[src/hdl/duplex_frame_exchange_queue_assert.svh]
// Assertion macros shared by the frame exchange queue RTL.
`ifndef DUPLEX_FRAME_EXCHANGE_QUEUE_ASSERT_SVH
`define DUPLEX_FRAME_EXCHANGE_QUEUE_ASSERT_SVH

// same-cycle implication
`define DFEQ_ASSERT(label, clk, rst, ante, cons) \
   label: assert property (@(posedge clk) disable iff (rst) (ante) |-> (cons)) \
      else $error("frame exchange queue assertion failed");

// next-cycle implication
`define DFEQ_ASSERT_NEXT(label, clk, rst, ante, cons) \
   label: assert property (@(posedge clk) disable iff (rst) (ante) |=> (cons)) \
      else $error("frame exchange queue assertion failed");

`endif

[src/hdl/dfeq_ram.sv]
// Generic single-write, single-read RAM with registered read data.
module dfeq_ram #(
   parameter int WIDTH = 16,
   parameter int DEPTH = 64
) (
   input  logic                     clock,
   input  logic                     wr_en,
   input  logic [$clog2(DEPTH)-1:0] wr_addr,
   input  logic [WIDTH-1:0]         wr_data,
   input  logic                     rd_en,
   input  logic [$clog2(DEPTH)-1:0] rd_addr,
   output logic [WIDTH-1:0]         rd_data
);

   logic [WIDTH-1:0] mem_ff [DEPTH];
   logic [WIDTH-1:0] rd_data_ff;

   always_ff @(posedge clock) begin
      if (wr_en) begin
         mem_ff[wr_addr] <= wr_data;
      end
      if (rd_en) begin
         rd_data_ff <= mem_ff[rd_addr];
      end
   end

   assign rd_data = rd_data_ff;

endmodule

[config.mk]
export PLATFORM = sky130hd
export DESIGN_NAME = dfeq_ram
export DESIGN_NICKNAME = d
export VERILOG_FILES = /design/src/hdl/duplex_frame_exchange_queue_assert.svh /design/src/hdl/dfeq_ram.sv
export SDC_FILE = /design/constraint.sdc
export NUM_CORES = 1
export LEC_CHECK = 0
export ABC_AREA = 1
export BUFFER_PORTS_ARGS = -buffer_cell sky130_fd_sc_hd__buf_2
export CORE_MARGIN = 2
export CORE_UTILIZATION = 61
export CTS_CLUSTER_DIAMETER = 200
export CTS_CLUSTER_SIZE = 12
export DETAILED_ROUTE_END_ITERATION = 8
export PLACE_DENSITY = 0.73
export SLEW_MARGIN = 5
export SYNTH_ARGS = -nofsm -noshare
export SYNTH_HDL_FRONTEND = slang
export SYNTH_SLANG_ARGS = --single-unit
[constraint.sdc]
create_clock -name clock -period 6.85 [get_ports clock]
set_clock_uncertainty 0.1 [all_clocks]
set_input_delay 1.0275 -clock clock [delete_from_list [all_inputs] [get_ports clock]]
set_output_delay 1.0275 -clock clock [all_outputs]
set_load 0.02 [all_outputs]
== Word-level counts from Yosys, hierarchy flattened ==
Memories as Yosys holds them, arrays and structs flattened. A register that Yosys moved wholly into a read port is not among the register bits.
Index checks and enable logic that the tools add are counted.

* Muxes and demuxes: 2

{| class="wikitable"
|+ Operators by type and width
! kind !! count
|-
| $mux W1 || 2
|}

* Memories kept: 1
* Bits of input ports: 31
* RAM bits: 1024
* Register bits after elaboration: 0
* Output and inout port bits: 16

{| class="wikitable"
|+ Memory list
! memory !! words !! width !! read ports !! clocked after memory_dff !! write ports !! line !! source
|-
| mem_ff || 64 || 16 || 1 || 1 || 1 || dfeq_ram.sv:15 || <nowiki>logic [WIDTH-1:0] mem_ff [DEPTH];</nowiki>
|}

== Depth between registers and ports, before layout ==
Gate-level depths: netlist of the first run.

* Depth after elaboration: 2
* Mapped depth: 12

== Worst setup path after synthesis of the first run ==
OpenSTA, ideal clock, no wires.

* Path kind: input -> register
* Start point: input port wr_en
* End point: memory mem_ff[48][0], enable pin
* Data required time: 6.319 ns
* Slack: 3.168 ns
* Stages: 3
* Data arrival time: 3.151 ns
* Cell sequence: clkbuf_1 > nand4_1 > nor4_1

* Longest elaborated chain between the ends: 2

{| class="wikitable"
|+ Ends and longest elaborated chain
! item !! line !! source
|-
| from (decl) || dfeq_ram.sv:7 || <nowiki>input logic wr_en,</nowiki>
|-
| $mux W1 || dfeq_ram.sv:19 || <nowiki>if (wr_en) begin</nowiki>
|-
| $mux W1 (not written as such) || dfeq_ram.sv:20 || <nowiki>mem_ff[wr_addr] <= wr_data;</nowiki>
|-
| to (decl) || dfeq_ram.sv:15 ||
|}

Every way passes these cells.

==> impl_results.md, run 1 <==
* Status: finished clean
* Port bufs at 46
* Antenna Nets Post-Route at 0
* Core box area at just under 70000 µm²
* Drt total wl at between 100000 and 150000 µm
* Final setup viols at 0
* Final Max Tran Viols at 0
* CP Class: primary input to flip-flop
* Area Overhead vs Synth at 7.99%
* Share of the synthesized area in the top cell type at 0.739
* Reg power frac at 0.565
* Row count at between 90 and 100
* Initial antenna violation count at 8
* CTS-repair resized insts at 0
* Fin cells at about 4500
* Worst-margin pin slew at around 1.1 ns
* Critical path required time at 7.24 ns
* CTS H-tree lvls at 3
* Sequential area share after synthesis at 0.739
* Power Density at 275 nW/µm²
* First-pass GRT wire length at ~160000 µm
* Worst reg2reg path depth at 8
* Synthesized area per cell at around 12 µm²
* Placement-stage worst setup slack at 2.69 ns
* Gr ovfl total at 0
* Yosys cell types at 15
* Post-CTS setup buffer count at 0
* Sinks on Clock Net at between 1000 and 1500
* Combinational Power Share at 0.064
* NetSw at 0.00275 W
* HPWL after detailed placement at 58500 µm
* Largest net degree at the start of global routing at 223
* Tmin final at between 3 and 4 ns
* YS warnings at 0
* Hold Crit Class: flip-flop to flip-flop
* DR WL/cell at around 24 µm
* All-Layer GR Usage at 0.307
* Longest Clk Path Bufs at 3
* Final instance area at around 46000 µm²
* #FFs+latches synth at between 1000 and 1500
* Area after DPL at about 43000 µm²
* Worst-path maximum fanout at roughly 220
* Switching Fraction at 0.220
* Unrepaired setup endpoints after global routing: false
* Drc violations at 0
* DP Cell Count at roughly 4400
* Yosys top cell by area: edfxtp_1
* Die X at about 270 µm
* Setup tns final at 0 ns
* Initial core utilization at 0.616
* Setup crit start kind: primary input
* Synthesized Nets at approximately 3500
* Synth area leaders: edfxtp_1, nand2_1, nand3_1
* Mapped Area at about 42000 µm²
* Layout cells sized above 1 at 0.0732
* Routability cong. at just under 0.9
* P_int at approximately 0.0098 W
* Clock Pin Slew Worst Setup and Hold Paths at roughly 0.06 ns
* Relative slew slack at 0.289
* CTS root buffer: clkbuf_16
* IO Pins at 47
* Vias in the first global route at between 20000 and 30000
* CTS tree: yes
* Initial drt markers at between 3000 and 4000
* Max Cap Viol at 0
* Crit path arrival time at approximately 3.9 ns
* Clock share of power at 0.371
* Layout Nets at 3566
* Worst setup margin at between 3 and 4 ns
* VDD IR max at ~220 µV
* First-pass detailed-route iteration total at 5
* CTS Hold Bufs at 0
* Gate Count Post-Synth at ~3500
* CTS buffer count at 96
* Average via count per standard cell at between 6 and 7
* Die Y at roughly 270 µm
* Clk Latency, worst-skew pair at roughly 0.65 ns
* Part of the cycle the worst path needs at 0.516
* Die area at a little over 70000 µm²
* Max Clk Rate at approximately 280 MHz
* Hold Path Cell Cnt at 8
* Final Power at around 0.013 W
* Routed via count at 27668
* Static leakage at roughly 16 nW
* Critical Path End Type: flip-flop
* Final Hold Vio Count at 0
==> cells by family (layout without fill, tap and decap cells) <==
| family | Yosys count | count (layout) | share of synthesized area |
|---|---|---|---|
| other cells | 0 | 7 | 0 |
| simple gates | 2240 | 2240 | 0.226 |
| flops | 1040 | 1040 | 0.739 |
| buf+inv | 237 | 259 | 0.0352 |
==> path summary, 6_finish.rpt <==
check	start	endpoint	slack (ns)
max	rd_addr[0]	rd_data[0]$_DFFE_PP_	3.31
min reg2reg	mem_ff[42][1]$_DFFE_PP_	rd_data[1]$_DFFE_PP_	0.77
min	mem_ff[42][1]$_DFFE_PP_	rd_data[1]$_DFFE_PP_	0.77
max reg2reg	mem_ff[19][6]$_DFFE_PP_	rd_data[6]$_DFFE_PP_	5.05
==> placed cells by master (no fill, tap or decap), drive strengths merged <==
| master | instances |
|---|---|
| clkbuf | 98 |
| nand3 | 871 |
| diode | 7 |
| nor2 | 56 |
| inv | 14 |
| bufinv | 1 |
| clkinv | 1 |
| buf | 145 |
| nand2 | 1296 |
| nand4 | 9 |
| nor4 | 8 |
| edfxtp | 1040 |
==> power by group through the flow <==
| stage | combinational [W] | clock, W | sequential, W |
|---|---|---|---|
| floorplan | 0.000471 | 0 | 0.00722 |
| global placement | 0.000783 | 0 | 0.00722 |
| detailed placement | 0.000797 | 0 | 0.00722 |
| CTS | 0.000801 | 0.00468 | 0.00708 |
| global route | 0.000874 | 0.00490 | 0.00708 |
| finish | 0.000808 | 0.00465 | 0.00709 |
==> critical path, stage by stage <==
cell and delay, ns:
buf_8 0.30, inv_16 0.58, buf_12 0.61, nand2_1 0.13
nand3_1 0.12, nand3_1 0.08, nand2_1 0.14, nand2_1 0.06
nand3_1 0.24, nand3_1 0.23, nand2_1 0.15
==> state kept, by name, summed over array words and instances (netlist names) <==
name and count:
mem_ff 1024, rd_data 16
==> per-stage QoR <==
step                utilization  hold WS (ns)
global placement          0.628         0.778
global route              0.665         0.811
CTS                       0.665         0.782
detailed placement        0.628         0.766
floorplan                     -         0.697
finish                    0.665         0.774
==> routing by layer <==
metal / share of wire / global-route usage / vias up
met5: 0.00028 / 0 / -
met4: 0.043 / 0.125 / 4
met3: 0.10 / 0.0548 / 278
met2: 0.47 / 0.482 / 1548
met1: 0.38 / 0.430 / 13479
li1: - / - / 12359
==> Yosys cell counts <==
cell / count
buf_1: 17
buf_2: 113
buf_4: 19
buf_6: 49
buf_8: 1
clkbuf_1: 26
edfxtp_1: 1040
inv_1: 9
inv_2: 2
inv_8: 1
nand2_1: 1296
nand3_1: 871
nand4_1: 9
nor2_1: 56
nor4_1: 8
==> cell type report <==
cell class / count / area, µm²
Antenna cell: 7 / 17.5
Clock buffer: 98 / 2450
Clock inverter: 4 / 63.8
Fill cell: 4907 / 22900
Inverter: 12 / 71.3
Multi-Input combinational cell: 2240 / 9590
Sequential cell: 1040 / 31200
Tap cell: 931 / 1160
Timing Repair Buffer: 145 / 1050
No activity file was read; power rests on OpenSTA's default activity.
==> run 2, diff against run 1 <==
--- a/config.mk
+++ b/config.mk
@@ -5,14 +5,14 @@
 export SDC_FILE = /design/constraint.sdc
 export NUM_CORES = 1
 export LEC_CHECK = 0
-export ABC_AREA = 1
+export ABC_AREA = 0
 export BUFFER_PORTS_ARGS = -buffer_cell sky130_fd_sc_hd__buf_2
 export CORE_MARGIN = 2
-export CORE_UTILIZATION = 61
+export CORE_UTILIZATION = 56
 export CTS_CLUSTER_DIAMETER = 200
 export CTS_CLUSTER_SIZE = 12
 export DETAILED_ROUTE_END_ITERATION = 8
-export PLACE_DENSITY = 0.73
+export PLACE_DENSITY = 0.71
 export SLEW_MARGIN = 5
 export SYNTH_ARGS = -nofsm -noshare
 export SYNTH_HDL_FRONTEND = slang
==> constraint.sdc (replaced) <==
create_clock -name clock -period 3.12 [get_ports clock]
set_clock_uncertainty 0.1 [all_clocks]
set_input_delay 0.468 -clock clock [delete_from_list [all_inputs] [get_ports clock]]
set_output_delay 0.468 -clock clock [all_outputs]
set_load 0.02 [all_outputs]
==> impl_results.md, run 2 <==
* CTS tree: yes
* Setup crit start kind: primary input
* Yosys cell types at 42 (+27)
* Hold Path Cell Cnt at 1 (-7)
* Mapped Area at 40200 µm² (-4.9%)
* Layout cells sized above 1 at 0.286 (+0.212)
* Post-CTS setup buffer count at 0 (unchanged)
* Yosys top cell by area: edfxtp_1
* Hold path start: rd_en
* Core box area at 71200 µm² (+3.9%)
* Longest Clk Path Bufs at 3 (unchanged)
* Final Hold Vio Count at 0 (unchanged)
* Routed via count at 19796 (-28%)
* CTS Hold Bufs at 0 (unchanged)
* Worst reg2reg path depth at 5 (-3)
* CTS-repair resized insts at 0 (unchanged)
* Power Density at 609 nW/µm² (+120%)
* CTS root buffer: clkbuf_16
* Die area at 73900 µm² (+3.6%)
* Share of the synthesized area in the top cell type at 0.777 (+0.0378)
* Critical path required time at 3.43 ns (-3.81 ns)
* YS warnings at 0 (unchanged)
* Initial core utilization at 0.564 (-0.0518)
* Tmin final at 2.54 ns
* Average via count per standard cell at 6.58 (+6.5%)
* Sequential area share after synthesis at 0.777 (+0.0378)
* Row count at 98 (+2.1%)
* Max Cap Viol at 0 (unchanged)
* Layout Nets at 2082 (-42%)
* Fin cells at 3009 (-33%)
* Number of flip-flops in the largest register at 1024 (unchanged)
* First-pass detailed-route iteration total at 5 (unchanged)
* Gr ovfl total at 0 (unchanged)
* Synthesized area per cell at 22.0 µm² (+83%)
* Max Clk Rate at around 390 MHz
* Final hold slack at 0.232 ns (-0.542 ns)
* Die X at 272 µm (+1.8%)
* Critical Path End Type: flip-flop
* Most common cell after layout, fill and taps aside: edfxtp_1
* Initial drt markers at 2810 (-18%)
* Relative slew slack at 0.226 (-0.0632)
* Worst-margin pin slew at 1.16 ns (+0.0948 ns)
* Reg2reg start: mem_ff[31][5]$_DFFE_PP_
* Dominant synthesized flop cell: edfxtp_1
* CTS buffer count at 96 (unchanged)
* Worst-path maximum fanout at 30 (-86%)
* Synth cell count leaders: edfxtp_1, mux4_2, mux2i_1
* Crit path arrival time at 2.85 ns (-1.08 ns)
* Commonest non-fill, non-tap cells in the layout: edfxtp_1, mux4_2, buf_4
* Drc violations at 0 (unchanged)
* Antenna Nets Post-Route at 0 (unchanged)
* Initial antenna violation count at 10 (+2)
* Routability cong. at 0.831 (-6.0%)
* Clk Latency, worst-skew pair at 0.66 ns (about the same)
* Synth area leaders: edfxtp_1, mux4_2, mux2i_1
* Part of the cycle the worst path needs at 0.813
* Gate Count Post-Synth at 1829 (-48%)
* CP Class: primary input to flip-flop
* Area Overhead vs Synth at 12.2%
* EDFF count, synth at 1040 (unchanged)
* Largest net degree at the start of global routing at 65 (-71%)
* DR WL/cell at 31.6 µm (+30%)
* CTS H-tree lvls at 3 (unchanged)
* #FFs+latches synth at 1040 (unchanged)
* Final setup viols at 0 (unchanged)
* Status: finished clean
* HPWL after detailed placement at 56900 µm (-2.8%)
* Port bufs at 46 (unchanged)
* Static leakage at 14.4 nW (-12%)
* Sinks on Clock Net at 1040 (unchanged)
* Final Max Tran Viols at 0 (unchanged)
* Register-to-register path setup slack at 0.81 ns (-4.24 ns)
* VDD IR max at 429 µV (+93%)
* All-Layer GR Usage at 0.263 (-0.0439)
* First-pass GRT wire length at 139000 µm (-14%)
* Clock Pin Slew Worst Setup and Hold Paths at 0.06 ns (about the same)
* Vias in the first global route at 20038 (-22%)
* DP Cell Count at 2903 (-34%)
* Die Y at 272 µm (+1.8%)
* Drt total wl at 95100 µm (-13%)
* Hold Crit Class: primary input to flip-flop
* Most frequent cell after synthesis: edfxtp_1
* Unrepaired setup endpoints after global routing: false
* IO Pins at 47 (unchanged)
* Top reg by flops: mem_ff
* Synthesized Nets at 1860 (-48%)
* Async SR Flop Fraction at 0 (unchanged)
* CP startpoint: rd_addr[0]
run 2: changes by cell type after synthesis, sizes merged, moves of 18 or more:
cell	before	now
nand3	871	24
nor2b	0	30
a22oi	0	39
mux2i	0	85
nor2	56	74
buf	199	77
mux2	0	27
nand2	1296	60
mux4	0	224
run 2: final cells by class:
type,instances,area (µm²)
Sequential cell,1040,31200
Tap cell,950,1190
Timing Repair Buffer,228,1850
Multi-Input combinational cell,685,8250
Clock inverter,2,50.0
Fill cell,4665,26100
Clock buffer,101,2530
Antenna cell,3,7.51
run 2: cell families after synthesis:
logic type      synth area share
flops                      0.777
mux                        0.155
simple gates              0.0264
compound gates            0.0240
buf+inv                   0.0182
run 2: path summary, 6_finish.rpt:
kind                                              end
worst max-delay path            rd_data[10]$_DFFE_PP_
worst min-delay path             rd_data[5]$_DFFE_PP_
worst max register to register   rd_data[5]$_DFFE_PP_
worst min register to register  rd_data[14]$_DFFE_PP_
run 2: worst max-delay path, cell delays in order:
cell	delay, ns
buf_8	0.25
buf_12	0.23
buf_4	0.46
mux2i_1	0.27
a22oi_1	0.13
a41oi_1	0.32
o21ai_0	0.36
and4_1	0.32
run 2: per-layer routing:
| layer | vias to the layer above | GRT usage | wire length (µm) |
|---|---|---|---|
| met5 | - | 0 | 50 |
| met1 | 10336 | 0.376 | 36300 |
| met3 | 167 | 0.0487 | 9960 |
| li1 | 8061 | - | - |
| met2 | 1224 | 0.415 | 45900 |
| met4 | 8 | 0.0898 | 2890 |
run 2: per-stage QoR:
stage	power (W)	util	setup TNS (ns)	cell area, µm²	setup WS, ns
after floorplan	0.0166	-	0	40200	0.517
after global placement	0.0173	0.597	-0.129	42500	-0.129
after detailed placement	0.0174	0.597	-0.168	42500	-0.138
after CTS	0.0276	0.633	0	45100	0.559
after global routing	0.0282	0.633	0	45100	0.459
final	0.0275	0.633	0	45100	0.583
run 2: where the power goes:
part / total, W / internal (W) / switching (W) / leakage [nW]
combinational: 0.00154 / 0.000586 / 0.000952 / 3.78
clock: 0.0104 / 0.00574 / 0.00465 / 1.27
sequential: 0.0155 / 0.0155 / 0.0000444 / 9.37
total: 0.0275 / 0.0218 / 0.00565 / 14.4
