$ cat src/hdl/duplex_frame_exchange_queue_assert.svh
// Assertion macros shared by the frame exchange queue RTL.
`ifndef DUPLEX_FRAME_EXCHANGE_QUEUE_ASSERT_SVH
`define DUPLEX_FRAME_EXCHANGE_QUEUE_ASSERT_SVH

// same-cycle implication
`define DFEQ_ASSERT(label, clk, rst, ante, cons) \
   label: assert property (@(posedge clk) disable iff (rst) (ante) |-> (cons)) \
      else $error("frame exchange queue assertion failed");

// next-cycle implication
`define DFEQ_ASSERT_NEXT(label, clk, rst, ante, cons) \
   label: assert property (@(posedge clk) disable iff (rst) (ante) |=> (cons)) \
      else $error("frame exchange queue assertion failed");

`endif

$ cat src/hdl/dfeq_pkg.sv
// Shared constants, types and tables of the frame exchange queue.
package dfeq_pkg;

   localparam int FRAME_WORDS_DEF  = 64;
   localparam int QUEUE_FRAMES_DEF = 64;

   localparam int WORD_W = 16;
   localparam int CNT_W  = 32;
   localparam int KIND_W = 6;
   localparam int OFS_W  = 6;
   localparam int LEN_W  = 8;

   localparam logic [WORD_W-1:0] SYNC_WORD    = 16'h5533;
   localparam logic [WORD_W-1:0] TRAILER_WORD = 16'hAACC;

   localparam logic REQ_EXCHANGE = 1'b0;
   localparam logic REQ_QUEUE    = 1'b1;

   localparam logic [KIND_W-1:0] KIND_NONE   = 6'd0;
   localparam logic [KIND_W-1:0] KIND_ST32   = 6'd1;
   localparam logic [KIND_W-1:0] KIND_ST42   = 6'd2;
   localparam logic [KIND_W-1:0] KIND_ST52   = 6'd3;
   localparam logic [KIND_W-1:0] KIND_ST38   = 6'd4;
   localparam logic [KIND_W-1:0] KIND_ST4    = 6'd5;
   localparam logic [KIND_W-1:0] KIND_ST20   = 6'd6;

   typedef struct packed {
      logic              fire;
      logic              sof;
      logic              hdr;
      logic              eof;
      logic [WORD_W-1:0] word;
   } rxd_ctl_type;

   typedef struct packed {
      logic              done;
      logic [1:0]        check;
      logic [KIND_W-1:0] kind;
      logic [1:0]        flags;
      logic [LEN_W-1:0]  len;
      logic [OFS_W-1:0]  offset;
   } rxd_res_type;

   function automatic logic [OFS_W-1:0] status_size(input logic [KIND_W-1:0] kind);
      logic [OFS_W-1:0] st;
      unique case (kind)
         KIND_NONE: st = 6'd0;
         KIND_ST32: st = 6'd32;
         KIND_ST42: st = 6'd42;
         KIND_ST52: st = 6'd52;
         KIND_ST38: st = 6'd38;
         KIND_ST4:  st = 6'd4;
         KIND_ST20: st = 6'd20;
         default:   st = 6'd0;
      endcase
      return st;
   endfunction

   function automatic logic [CNT_W-1:0] sat_inc(input logic [CNT_W-1:0] v);
      return (v == {CNT_W{1'b1}}) ? v : v + 1'b1;
   endfunction

endpackage

$ cat src/hdl/dfeq_rx_decode.sv
// Receive-side capture of sync and header words, frame decode and error counters.
module dfeq_rx_decode #(
   parameter int FRAME_WORDS = dfeq_pkg::FRAME_WORDS_DEF
) (
   input  logic                       clock,
   input  logic                       reset,
   input  dfeq_pkg::rxd_ctl_type      ctl,
   output dfeq_pkg::rxd_res_type      res,
   output logic [dfeq_pkg::CNT_W-1:0] good_total_in,
   output logic [dfeq_pkg::CNT_W-1:0] sync_errors_in,
   output logic [dfeq_pkg::CNT_W-1:0] trailer_errors_in
);
   import dfeq_pkg::*;

   localparam int SUM_W = 10;

   logic [WORD_W-1:0] rx_sync_ff;
   logic [WORD_W-1:0] rx_header_ff;
   logic [CNT_W-1:0]  good_total_ff;
   logic [CNT_W-1:0]  sync_errors_ff;
   logic [CNT_W-1:0]  trailer_errors_ff;

   logic [KIND_W-1:0] kind;
   logic [LEN_W-1:0]  len;
   logic [OFS_W-1:0]  st;
   logic [SUM_W-1:0]  need;
   logic              sync_ok;
   logic              trl_ok;
   logic              fits;
   logic              end_beat;

   always_comb begin
      kind     = rx_header_ff[KIND_W-1:0];
      len      = rx_header_ff[15:8];
      st       = status_size(kind);
      need     = SUM_W'(2) + SUM_W'(st) + SUM_W'(len);
      sync_ok  = (rx_sync_ff == SYNC_WORD);
      trl_ok   = (ctl.word == TRAILER_WORD);
      fits     = (len != '0) && (need <= SUM_W'(FRAME_WORDS - 1));
      end_beat = ctl.fire && ctl.eof;

      res = '0;
      if (end_beat) begin
         res.done   = 1'b1;
         res.check  = {trl_ok, sync_ok};
         res.kind   = kind;
         res.flags  = rx_header_ff[7:6];
         res.len    = len;
         res.offset = fits ? st + OFS_W'(2) : '0;
      end

      good_total_in     = good_total_ff;
      sync_errors_in    = sync_errors_ff;
      trailer_errors_in = trailer_errors_ff;
      if (end_beat) begin
         good_total_in = sat_inc(good_total_ff);
         if (!sync_ok) begin
            sync_errors_in = sat_inc(sync_errors_ff);
         end else if (!trl_ok) begin
            trailer_errors_in = sat_inc(trailer_errors_ff);
         end
      end
   end

   always_ff @(posedge clock) begin
      if (reset) begin
         rx_sync_ff        <= '0;
         rx_header_ff      <= '0;
         good_total_ff     <= '0;
         sync_errors_ff    <= '0;
         trailer_errors_ff <= '0;
      end else begin
         if (ctl.fire && ctl.sof) begin
            rx_sync_ff <= ctl.word;
         end
         if (ctl.fire && ctl.hdr) begin
            rx_header_ff <= ctl.word;
         end
         good_total_ff     <= good_total_in;
         sync_errors_ff    <= sync_errors_in;
         trailer_errors_ff <= trailer_errors_in;
      end
   end

endmodule

$ cat config.mk
export PLATFORM = sky130hd
export DESIGN_NAME = dfeq_rx_decode
export DESIGN_NICKNAME = d
export VERILOG_FILES = /design/src/hdl/duplex_frame_exchange_queue_assert.svh /design/src/hdl/dfeq_pkg.sv /design/src/hdl/dfeq_rx_decode.sv
export SDC_FILE = /design/constraint.sdc
export NUM_CORES = 1
export LEC_CHECK = 0
export ABC_AREA = 1
export BUFFER_PORTS_ARGS = -buffer_cell sky130_fd_sc_hd__buf_4
export CORE_UTILIZATION = 45
export CTS_CLUSTER_DIAMETER = 30
export CTS_CLUSTER_SIZE = 14
export DETAILED_ROUTE_END_ITERATION = 12
export PLACE_DENSITY = 0.69
export SKIP_LAST_GASP = 1
export SLEW_MARGIN = 20
export SYNTH_ARGS = -nofsm -noshare
export SYNTH_HDL_FRONTEND = slang
export SYNTH_SLANG_ARGS = --single-unit
$ cat constraint.sdc
create_clock -name clock -period 2.7 [get_ports clock]
set_clock_uncertainty 0.2 [all_clocks]
set_input_delay 0.405 -clock clock [delete_from_list [all_inputs] [get_ports clock]]
set_output_delay 0.405 -clock clock [all_outputs]
set_load 0.005 [all_outputs]
## Word level (Yosys, flattened, before mapping)

Cells that the tools add are included.
Widths: inputs -> output; s select.

- Output and inout port bits: 121
- Register bits after elaboration: 128

- Magnitude comparators: 1
- Multiplexer cells: 12
- Reductions and logical operators: 5
- Add/subtract/negate cells: 6
- Equal/unequal tests: 11

Operators with widths:

| cell | number |
|---|---|
| $mux 32 | 9 |
| $add 32x1->32 const B | 3 |
| $eq 32x32->1 const B | 3 |
| $pmux 6 s6 | 1 |
| $mux 25 | 1 |
| $eq 6x3->1 const B | 3 |
| $eq 16x15->1 const B | 1 |
| $eq 16x16->1 const B | 1 |
| $eq 6x2->1 const B | 2 |
| $add 7x8->9 | 1 |
| $le 9x6->1 const B | 1 |
| $reduce_bool 8->1 | 1 |
| $add 2x6->7 const A | 1 |
| $add 6x2->6 const B | 1 |
| $eq 6x1->1 const B | 1 |
| $mux 6 | 1 |
| $logic_and 1x1->1 | 4 |

## Logic depth before layout (Yosys ltp)

Gate-level depths: netlist of run 1.

- Depth in word-level cells: 8
- Depth in mapped cells: 16
- Gate-level depth less buffers: 16

## Least setup slack after synthesis of run 1

No wires, ideal clock.

- Path type: register to output
- Start point: register rx_header_ff[2]
- End point: output port res[5] in the netlist's numbering
- Path slack: -0.211 ns
- Buffers on the path: 0
- Cell stages (with the launch flop): 14
- Arrival: 2.306 ns
- Data required time: 2.095 ns
- Cell sequence: dfxtp_1 inv_1 nor4_1 nand3_1 nand2_1 inv_1 ha_1 inv_1 ha_1 inv_1 fa_1 o311a_1 o211ai_1 a21oi_1

RTL lines:

| element | RTL line | source |
|---|---|---|
| start, declared | dfeq_rx_decode.sv:18 | `logic [WORD_W-1:0] rx_header_ff;` |
| start signal, assigned | dfeq_rx_decode.sv:77 | `rx_header_ff <= ctl.word;` |
| end, declared | dfeq_rx_decode.sv:8 | `output dfeq_pkg::rxd_res_type res,` |

==> impl_metrics.yaml, run 1 <==
setup_path:
  worst_setup_path_category: "reg -> out"
  crit_arrival_ns: 2.89
  critical_path.startpoint_type: "register"
  crit_end: "res[2]"
  critical_path.reg2reg.endpoint: "sync_errors_ff[24]"
  minimum_setup_slack_among_reg_to_reg_paths_ns: 0.03
  crit_start: "rx_header_ff[3]"
  crit_required_ns: 2.10
  critical_path.endpoint_type: "primary output"
  path_max_fanout: 5
  reg2regPathDepth: 15
  timing.rr.start: "sync_errors_ff[22]"
logic_synthesis:
  yosys.cell_types.count: 40
  synth_adder_area_share: 0.0240
  yosysSeqAreaShare: 0.315
  compound_gate_portion_of_the_synthesized_area: 0.104
  area_of_the_mapped_netlist_mm2: 0.00812
  yosys_register_bits: 128
  synthesis.area_per_instance_um2: 6.21
  synth-async-reset-ratio: 0
  multiplexer_share_of_the_synthesized_area: 0
  synth-simple-area-share: 0.422
  synth_top_family_by_area: "simple AND/OR/NAND/NOR gates"
  post_synth_inst_count: 1308
  synthesis.nets: 1345
  ys.flop_type: "sky130_fd_sc_hd__dfxtp_1"
  synth_xor_xnor_area_share: 0.0194
  yosysWarnings: 0
  synth_edf_count: 0
clock_tree:
  max-clock-path-buffers: 2
  cts_tree: "built"
  htree_num_levels: 4
  numCtsBuffers: 17
  cts.sink_count: 128
  clock-root-buffer: "sky130_fd_sc_hd__clkbuf_16"
  clk_pin_slew_ns: 0.06
  worst_skew_pair.late_latency_ns: 0.44
  cts_hold_repair.buffers: 0
outcome:
  violations: "setup timing"
  status: "complete, but fails checks"
floorplan:
  floorplan.die_area_mm2: 0.0186
  initial_core_util: 0.465
  io_pins: 143
  floorplan.die.height_um: 136
  core_region_area_mm2: 0.0175
  chipWidth_um: 136
  rows: 48
power:
  power.density_mw_per_mm2: 367
  leakagePower_nw: 5.72
  vdd_drop_max_uv: 423
sta:
  worst_hold_slack_ns: 0.0641
  timing_worst_slew_pin_value_ns: 0.705
  timing.fmax_ghz: 0.286
  unrepaired_setup_endpoints_after_global_routing: "yes"
  final.min_clock_period_ns: 3.49
  timing.setup.tns_ns: -11.40
  timing.final.hold_violations: 0
  min_period_over_period: 1.29
  worst_slew_margin_rel: 0.530
  report.final.setup_viol: 38
  slew_violations: 0
  setup_ws_ns: -0.791
cells_and_area:
  drive_above_1_share: 0.420
  antennaDiodeCount: 0
  area_overhead_of_the_layout_relative_to_synthesis_pct: 54.4
  layoutNonFillerInstCount: 1829
  design.final.nets: 1629
grt:
  grt.overflow.total: 0
  grt_pass1_wl_um: 41400
  antenna_found_initial: 0
  gr_util_all_layers: 0.283
  via_count_of_the_first_global_routing_pass: 8890
  grt_start_max_net_pins: 55
placement:
  place_inst: 1678
  gpl.final_weighted_congestion: 0.947
  dpl.hpwl_um: 16700
  port_buffers: 141
  post-place-ws_ns: -0.362
route:
  first_pass_iters: 5
  drc: 0
  antenna_left: 0
  via_per_inst: 5.36
  vias: 9795
  detail_route.wirelength_um: 28800
  drt-initial-drc-count: 705
  detail_routed_net_length_per_standard_cell_um: 15.7
run:
  maxCapViolations: 0
hold_path:
  holdCritPathClass: "in -> reg"
## layout make-up
class | count | area, um^2
timing repair buffer | 300 | 2510
clock buffer | 21 | 450
inverter | 190 | 744
fill | 1333 | 4940
tap | 225 | 282
timing repair inverter | 1 | 11.3
clock inverter | 10 | 114
multi-input combinational | 954 | 5790
sequential | 128 | 2630
## worst min path at each step
| stage | to | slack (ns) | depth (start not counted) | from |
|---|---|---|---|---|
| floorplan | rx_header_ff[6] | 0.23 | 2 | rx_header_ff[6] |
| global placement | rx_header_ff[6] | 0.24 | 2 | rx_header_ff[6] |
| detailed placement | rx_header_ff[6] | 0.25 | 2 | rx_header_ff[6] |
| CTS | rx_sync_ff[7] | 0.06 | 3 | ctl[7] |
| global route | rx_sync_ff[7] | 0.08 | 3 | ctl[7] |
| finish | rx_sync_ff[7] | 0.06 | 3 | ctl[7] |
## placed cells by master (no fill, tap or decap), drive strengths merged, types with 2 or more instances in the layout
cell type	instances
nor2	184
bufinv	2
o21bai	5
a21oi	93
nand3	93
dfxtp	128
buf	300
nand3b	15
inv	189
xnor2	8
o21ai	62
nand2	383
clkinv	6
nand4	43
or2	4
and2	5
nor4	4
ha	14
clkbuf	21
clkinvlp	4
nor3	27
xor2	10
## Yosys cell counts (6+ instances only)
cell type	count	share of area
sky130_fd_sc_hd__a21oi_1	90	0.055
sky130_fd_sc_hd__buf_6	7	0.0097
sky130_fd_sc_hd__clkbuf_1	23	0.011
sky130_fd_sc_hd__dfxtp_1	128	0.32
sky130_fd_sc_hd__ha_1	14	0.022
sky130_fd_sc_hd__inv_1	173	0.080
sky130_fd_sc_hd__inv_2	15	0.0069
sky130_fd_sc_hd__nand2_1	360	0.17
sky130_fd_sc_hd__nand2_2	18	0.014
sky130_fd_sc_hd__nand3_1	84	0.052
sky130_fd_sc_hd__nand3_2	8	0.0099
sky130_fd_sc_hd__nand3b_1	15	0.014
sky130_fd_sc_hd__nand4_1	43	0.033
sky130_fd_sc_hd__nor2_1	160	0.074
sky130_fd_sc_hd__nor2_2	16	0.012
sky130_fd_sc_hd__nor2_4	6	0.0083
sky130_fd_sc_hd__nor3_1	22	0.014
sky130_fd_sc_hd__o21ai_0	57	0.035
sky130_fd_sc_hd__xnor2_1	8	0.0086
sky130_fd_sc_hd__xor2_1	10	0.011
## state kept, by name, summed over array words and instances, names as in the netlist
| name | flops |
|---|---|
| trailer_errors_ff | 32 |
| good_total_ff | 32 |
| rx_sync_ff | 16 |
| sync_errors_ff | 32 |
| rx_header_ff | 16 |
## report_power, final
part,internal [W],switching (W),leakage [nW]
clock network,0.00137,0.000884,0.265
logic,0.000164,0.000234,4.40
registers,0.00193,0.0000265,1.06
total,0.00346,0.00114,5.72
## through the flow
step / util / total power (W) / cell area [um^2]
after detailed placement: 0.548 / 0.00229 / 9580
after global placement: 0.548 / 0.00229 / 9580
final: 0.717 / 0.00460 / 12500
after global routing: 0.717 / 0.00475 / 12500
after CTS: 0.657 / 0.00458 / 11500
after floorplan: - / 0.00216 / 8130
## cell families (layout without fill, tap and decap cells)
kind of cell,count (synthesis),after routing
buffers and inverters,229,522
XOR/XNOR,18,18
adder cells (fa/ha/maj),15,15
AND/OR/NAND/NOR,755,758
flip-flops,128,128
AO/OA/AOI/OAI,162,162
other,1,1
## worst max-delay path, stage by stage, from the launching register on
cell	delay [ns]
sky130_fd_sc_hd__dfxtp_2	0.33
sky130_fd_sc_hd__buf_6	0.11
sky130_fd_sc_hd__nor4_4	0.30
sky130_fd_sc_hd__nand3_2	0.14
sky130_fd_sc_hd__nand2_2	0.11
sky130_fd_sc_hd__inv_2	0.05
sky130_fd_sc_hd__ha_4	0.15
sky130_fd_sc_hd__inv_2	0.06
sky130_fd_sc_hd__ha_4	0.12
sky130_fd_sc_hd__inv_2	0.03
sky130_fd_sc_hd__fa_2	0.33
sky130_fd_sc_hd__o311a_1	0.29
sky130_fd_sc_hd__o211ai_1	0.20
sky130_fd_sc_hd__nor2_1	0.10
sky130_fd_sc_hd__buf_4	0.15
## repair_timing
action / 4_1_cts / 5_1_grt
endpoints found under the setup margin: 97 / 104
gates resized for setup: 181 / 249
pin swaps: 53 / 117
setup buffers: 79 / 51
gates cloned: 5 / 1
## layer usage
metal	part of all wire	track usage	routed length (um)	vias to the layer above
met2	0.50	0.497	14300	390
met1	0.41	0.326	11700	4572
met3	0.056	0.0597	1610	105
met5	0	0	0	-
li1	-	-	-	4728
met4	0.041	0.132	1190	0
Power figures use the tool's default switching activity.
==> run 2, diff against run 1 <==
- ABC_CLOCK_PERIOD_IN_PS: not set -> 2700
- CORE_UTILIZATION: 45 -> 25
- PLACE_DENSITY: 0.69 -> not set
==> impl_metrics.yaml, run 2 (synthesis gave the netlist of run 1 again) <==
cells_and_area:
  mostFrequentLayoutCells: "236 x sky130_fd_sc_hd__nand2_1, 215 x sky130_fd_sc_hd__buf_4, 144 x sky130_fd_sc_hd__inv_1, 118 x sky130_fd_sc_hd__nor2_1, 106 x sky130_fd_sc_hd__nand2_2"
  final_core_utilization: 0.423
  antennaDiodeCount: 0
  design.final.nets: 1631
  largest_registers: "good_total_ff: 32 flops, sync_errors_ff: 32 flops, trailer_errors_ff: 32 flops"
  layoutNonFillerInstCount: 2040
  layout_commonest_cell: "sky130_fd_sc_hd__nand2_1"
  drive_above_1_share: 0.474
  area_overhead_of_the_layout_relative_to_synthesis_pct: 65.4
setup_path:
  crit_start: "rx_header_ff[2]"
  critical_path.endpoint_type: "primary output"
  worst_setup_path_category: "reg -> out"
  crit_arrival_ns: 2.90
  critical_path.startpoint_type: "register"
  path_max_fanout: 5
  timing.rr.start: "sync_errors_ff[0]"
  crit_required_ns: 2.10
clock_tree:
  cts_hold_repair.buffers: 0
  cts.sink_count: 128
  htree_num_levels: 4
  numCtsBuffers: 17
  max-clock-path-buffers: 2
  clock-root-buffer: "sky130_fd_sc_hd__clkbuf_16"
  cts_tree: "built"
  worst_skew_pair.late_latency_ns: 0.44
  clk_pin_slew_ns: 0.06
power:
  clock_power_share: 0.509
  share_seq_of_total_power: 0.409
  leakagePower_nw: 6.06
  power_switching_w: 0.00115
  power.density_mw_per_mm2: 354
  internal_power_w: 0.00361
  pwr-share-comb: 0.082
  power.share.switching: 0.241
  vdd_drop_max_uv: 424
route:
  first_pass_iters: 6
  detail_routed_net_length_per_standard_cell_um: 14.5
  drc: 0
  via_per_inst: 4.67
  antenna_left: 0
  drt-initial-drc-count: 490
  vias: 9527
  detail_route.wirelength_um: 29600
floorplan:
  initial_core_util: 0.255
  floorplan.die_area_mm2: 0.0332
  floorplan.die.height_um: 182
  io_pins: 143
  core_region_area_mm2: 0.0318
  chipWidth_um: 182
  rows: 65
sta:
  final.min_clock_period_ns: 3.51
  min_period_over_period: 1.30
  timing_worst_slew_pin_value_ns: 0.873
  unrepaired_setup_endpoints_after_global_routing: "yes"
  timing.final.hold_violations: 0
  slew_violations: 0
  report.final.setup_viol: 52
  setup_ws_ns: -0.810
  worst_slew_margin_rel: 0.417
  timing.fmax_ghz: 0.285
grt:
  antenna_found_initial: 0
  grt_pass1_wl_um: 44600
  gr_util_all_layers: 0.168
  grt_start_max_net_pins: 93
  via_count_of_the_first_global_routing_pass: 8962
  grt.overflow.total: 0
hold_path:
  holdCritPathClass: "in -> reg"
  min_from: "ctl[9]"
placement:
  dpl.hpwl_um: 19100
  gpl.final_weighted_congestion: 0.890
  port_buffers: 141
  place_inst: 1889
outcome:
  violations: "setup timing"
  status: "complete, but fails checks"
run:
  maxCapViolations: 0
run 2: final timing paths:
path | slack [ns] | end | cells past startpoint
setup / recovery | -0.81 | res[5] | 14
hold / removal | 0.06 | rx_sync_ff[9] | 3
setup reg to reg | 0.05 | sync_errors_ff[9] | 16
hold reg to reg | 0.26 | rx_sync_ff[6] | 2
run 2: per-stage QoR:
step | hold slack [ns] | total power, W | setup slack, ns | TNS (ns) | instance area (um^2)
2_1_floorplan | 0.230 | 0.00216 | -0.0608 | -0.303 | 8130
3_3_place_gp | 0.248 | 0.00230 | -0.363 | -1.59 | 9870
3_5_place_dp | 0.256 | 0.00230 | -0.437 | -2.00 | 9870
4_1_cts | 0.0419 | 0.00477 | -0.781 | -9.42 | 11900
5_1_grt | 0.0699 | 0.00492 | -0.950 | -15.81 | 13400
6_report | 0.0619 | 0.00476 | -0.810 | -8.31 | 13400
run 2: repair_timing:
item                                   4_1_cts  5_1_grt
pin swaps                                   66      150
endpoints found under the hold margin        0        0
buffers inserted                            70       58
cloned                                       6        2
resized for setup                          237      357
setup endpoints to repair                  100      106
run 2: final cells by class:
| cell class | count | area [um^2] |
|---|---|---|
| fill | 3144 | 18400 |
| multi-input combinational | 954 | 6190 |
| sequential | 128 | 2690 |
| timing repair buffer | 302 | 2650 |
| inverter | 190 | 748 |
| tap | 435 | 544 |
| clock buffer | 24 | 492 |
| clock inverter | 6 | 105 |
| timing repair inverter | 1 | 16.3 |
run 2: metal layers:
metal	share of wire	track usage	vias up
met1	0.44	0.201	4513
met4	0.019	0.0538	0
met2	0.51	0.300	242
met5	0	0	-
met3	0.036	0.0315	38
li1	-	-	4734
run 2: power by group through the flow:
stage	clock network (W)	logic (W)	registers, W
2_1_floorplan	0	0.000179	0.00198
3_3_place_gp	0	0.000310	0.00199
3_5_place_dp	0	0.000316	0.00199
4_1_cts	0.00248	0.000343	0.00195
5_1_grt	0.00255	0.000430	0.00195
6_report	0.00242	0.000390	0.00195
run 2: critical path, stage by stage (launching register included):
cell	delay, ns
sky130_fd_sc_hd__dfxtp_2	0.34
sky130_fd_sc_hd__inv_2	0.06
sky130_fd_sc_hd__nor4_4	0.32
sky130_fd_sc_hd__nand3_2	0.14
sky130_fd_sc_hd__nand2_2	0.09
sky130_fd_sc_hd__inv_2	0.05
sky130_fd_sc_hd__ha_4	0.15
sky130_fd_sc_hd__inv_2	0.06
sky130_fd_sc_hd__ha_4	0.13
sky130_fd_sc_hd__inv_2	0.03
sky130_fd_sc_hd__fa_2	0.33
sky130_fd_sc_hd__o311a_1	0.29
sky130_fd_sc_hd__o211ai_1	0.23
sky130_fd_sc_hd__a21oi_1	0.10
sky130_fd_sc_hd__buf_4	0.16
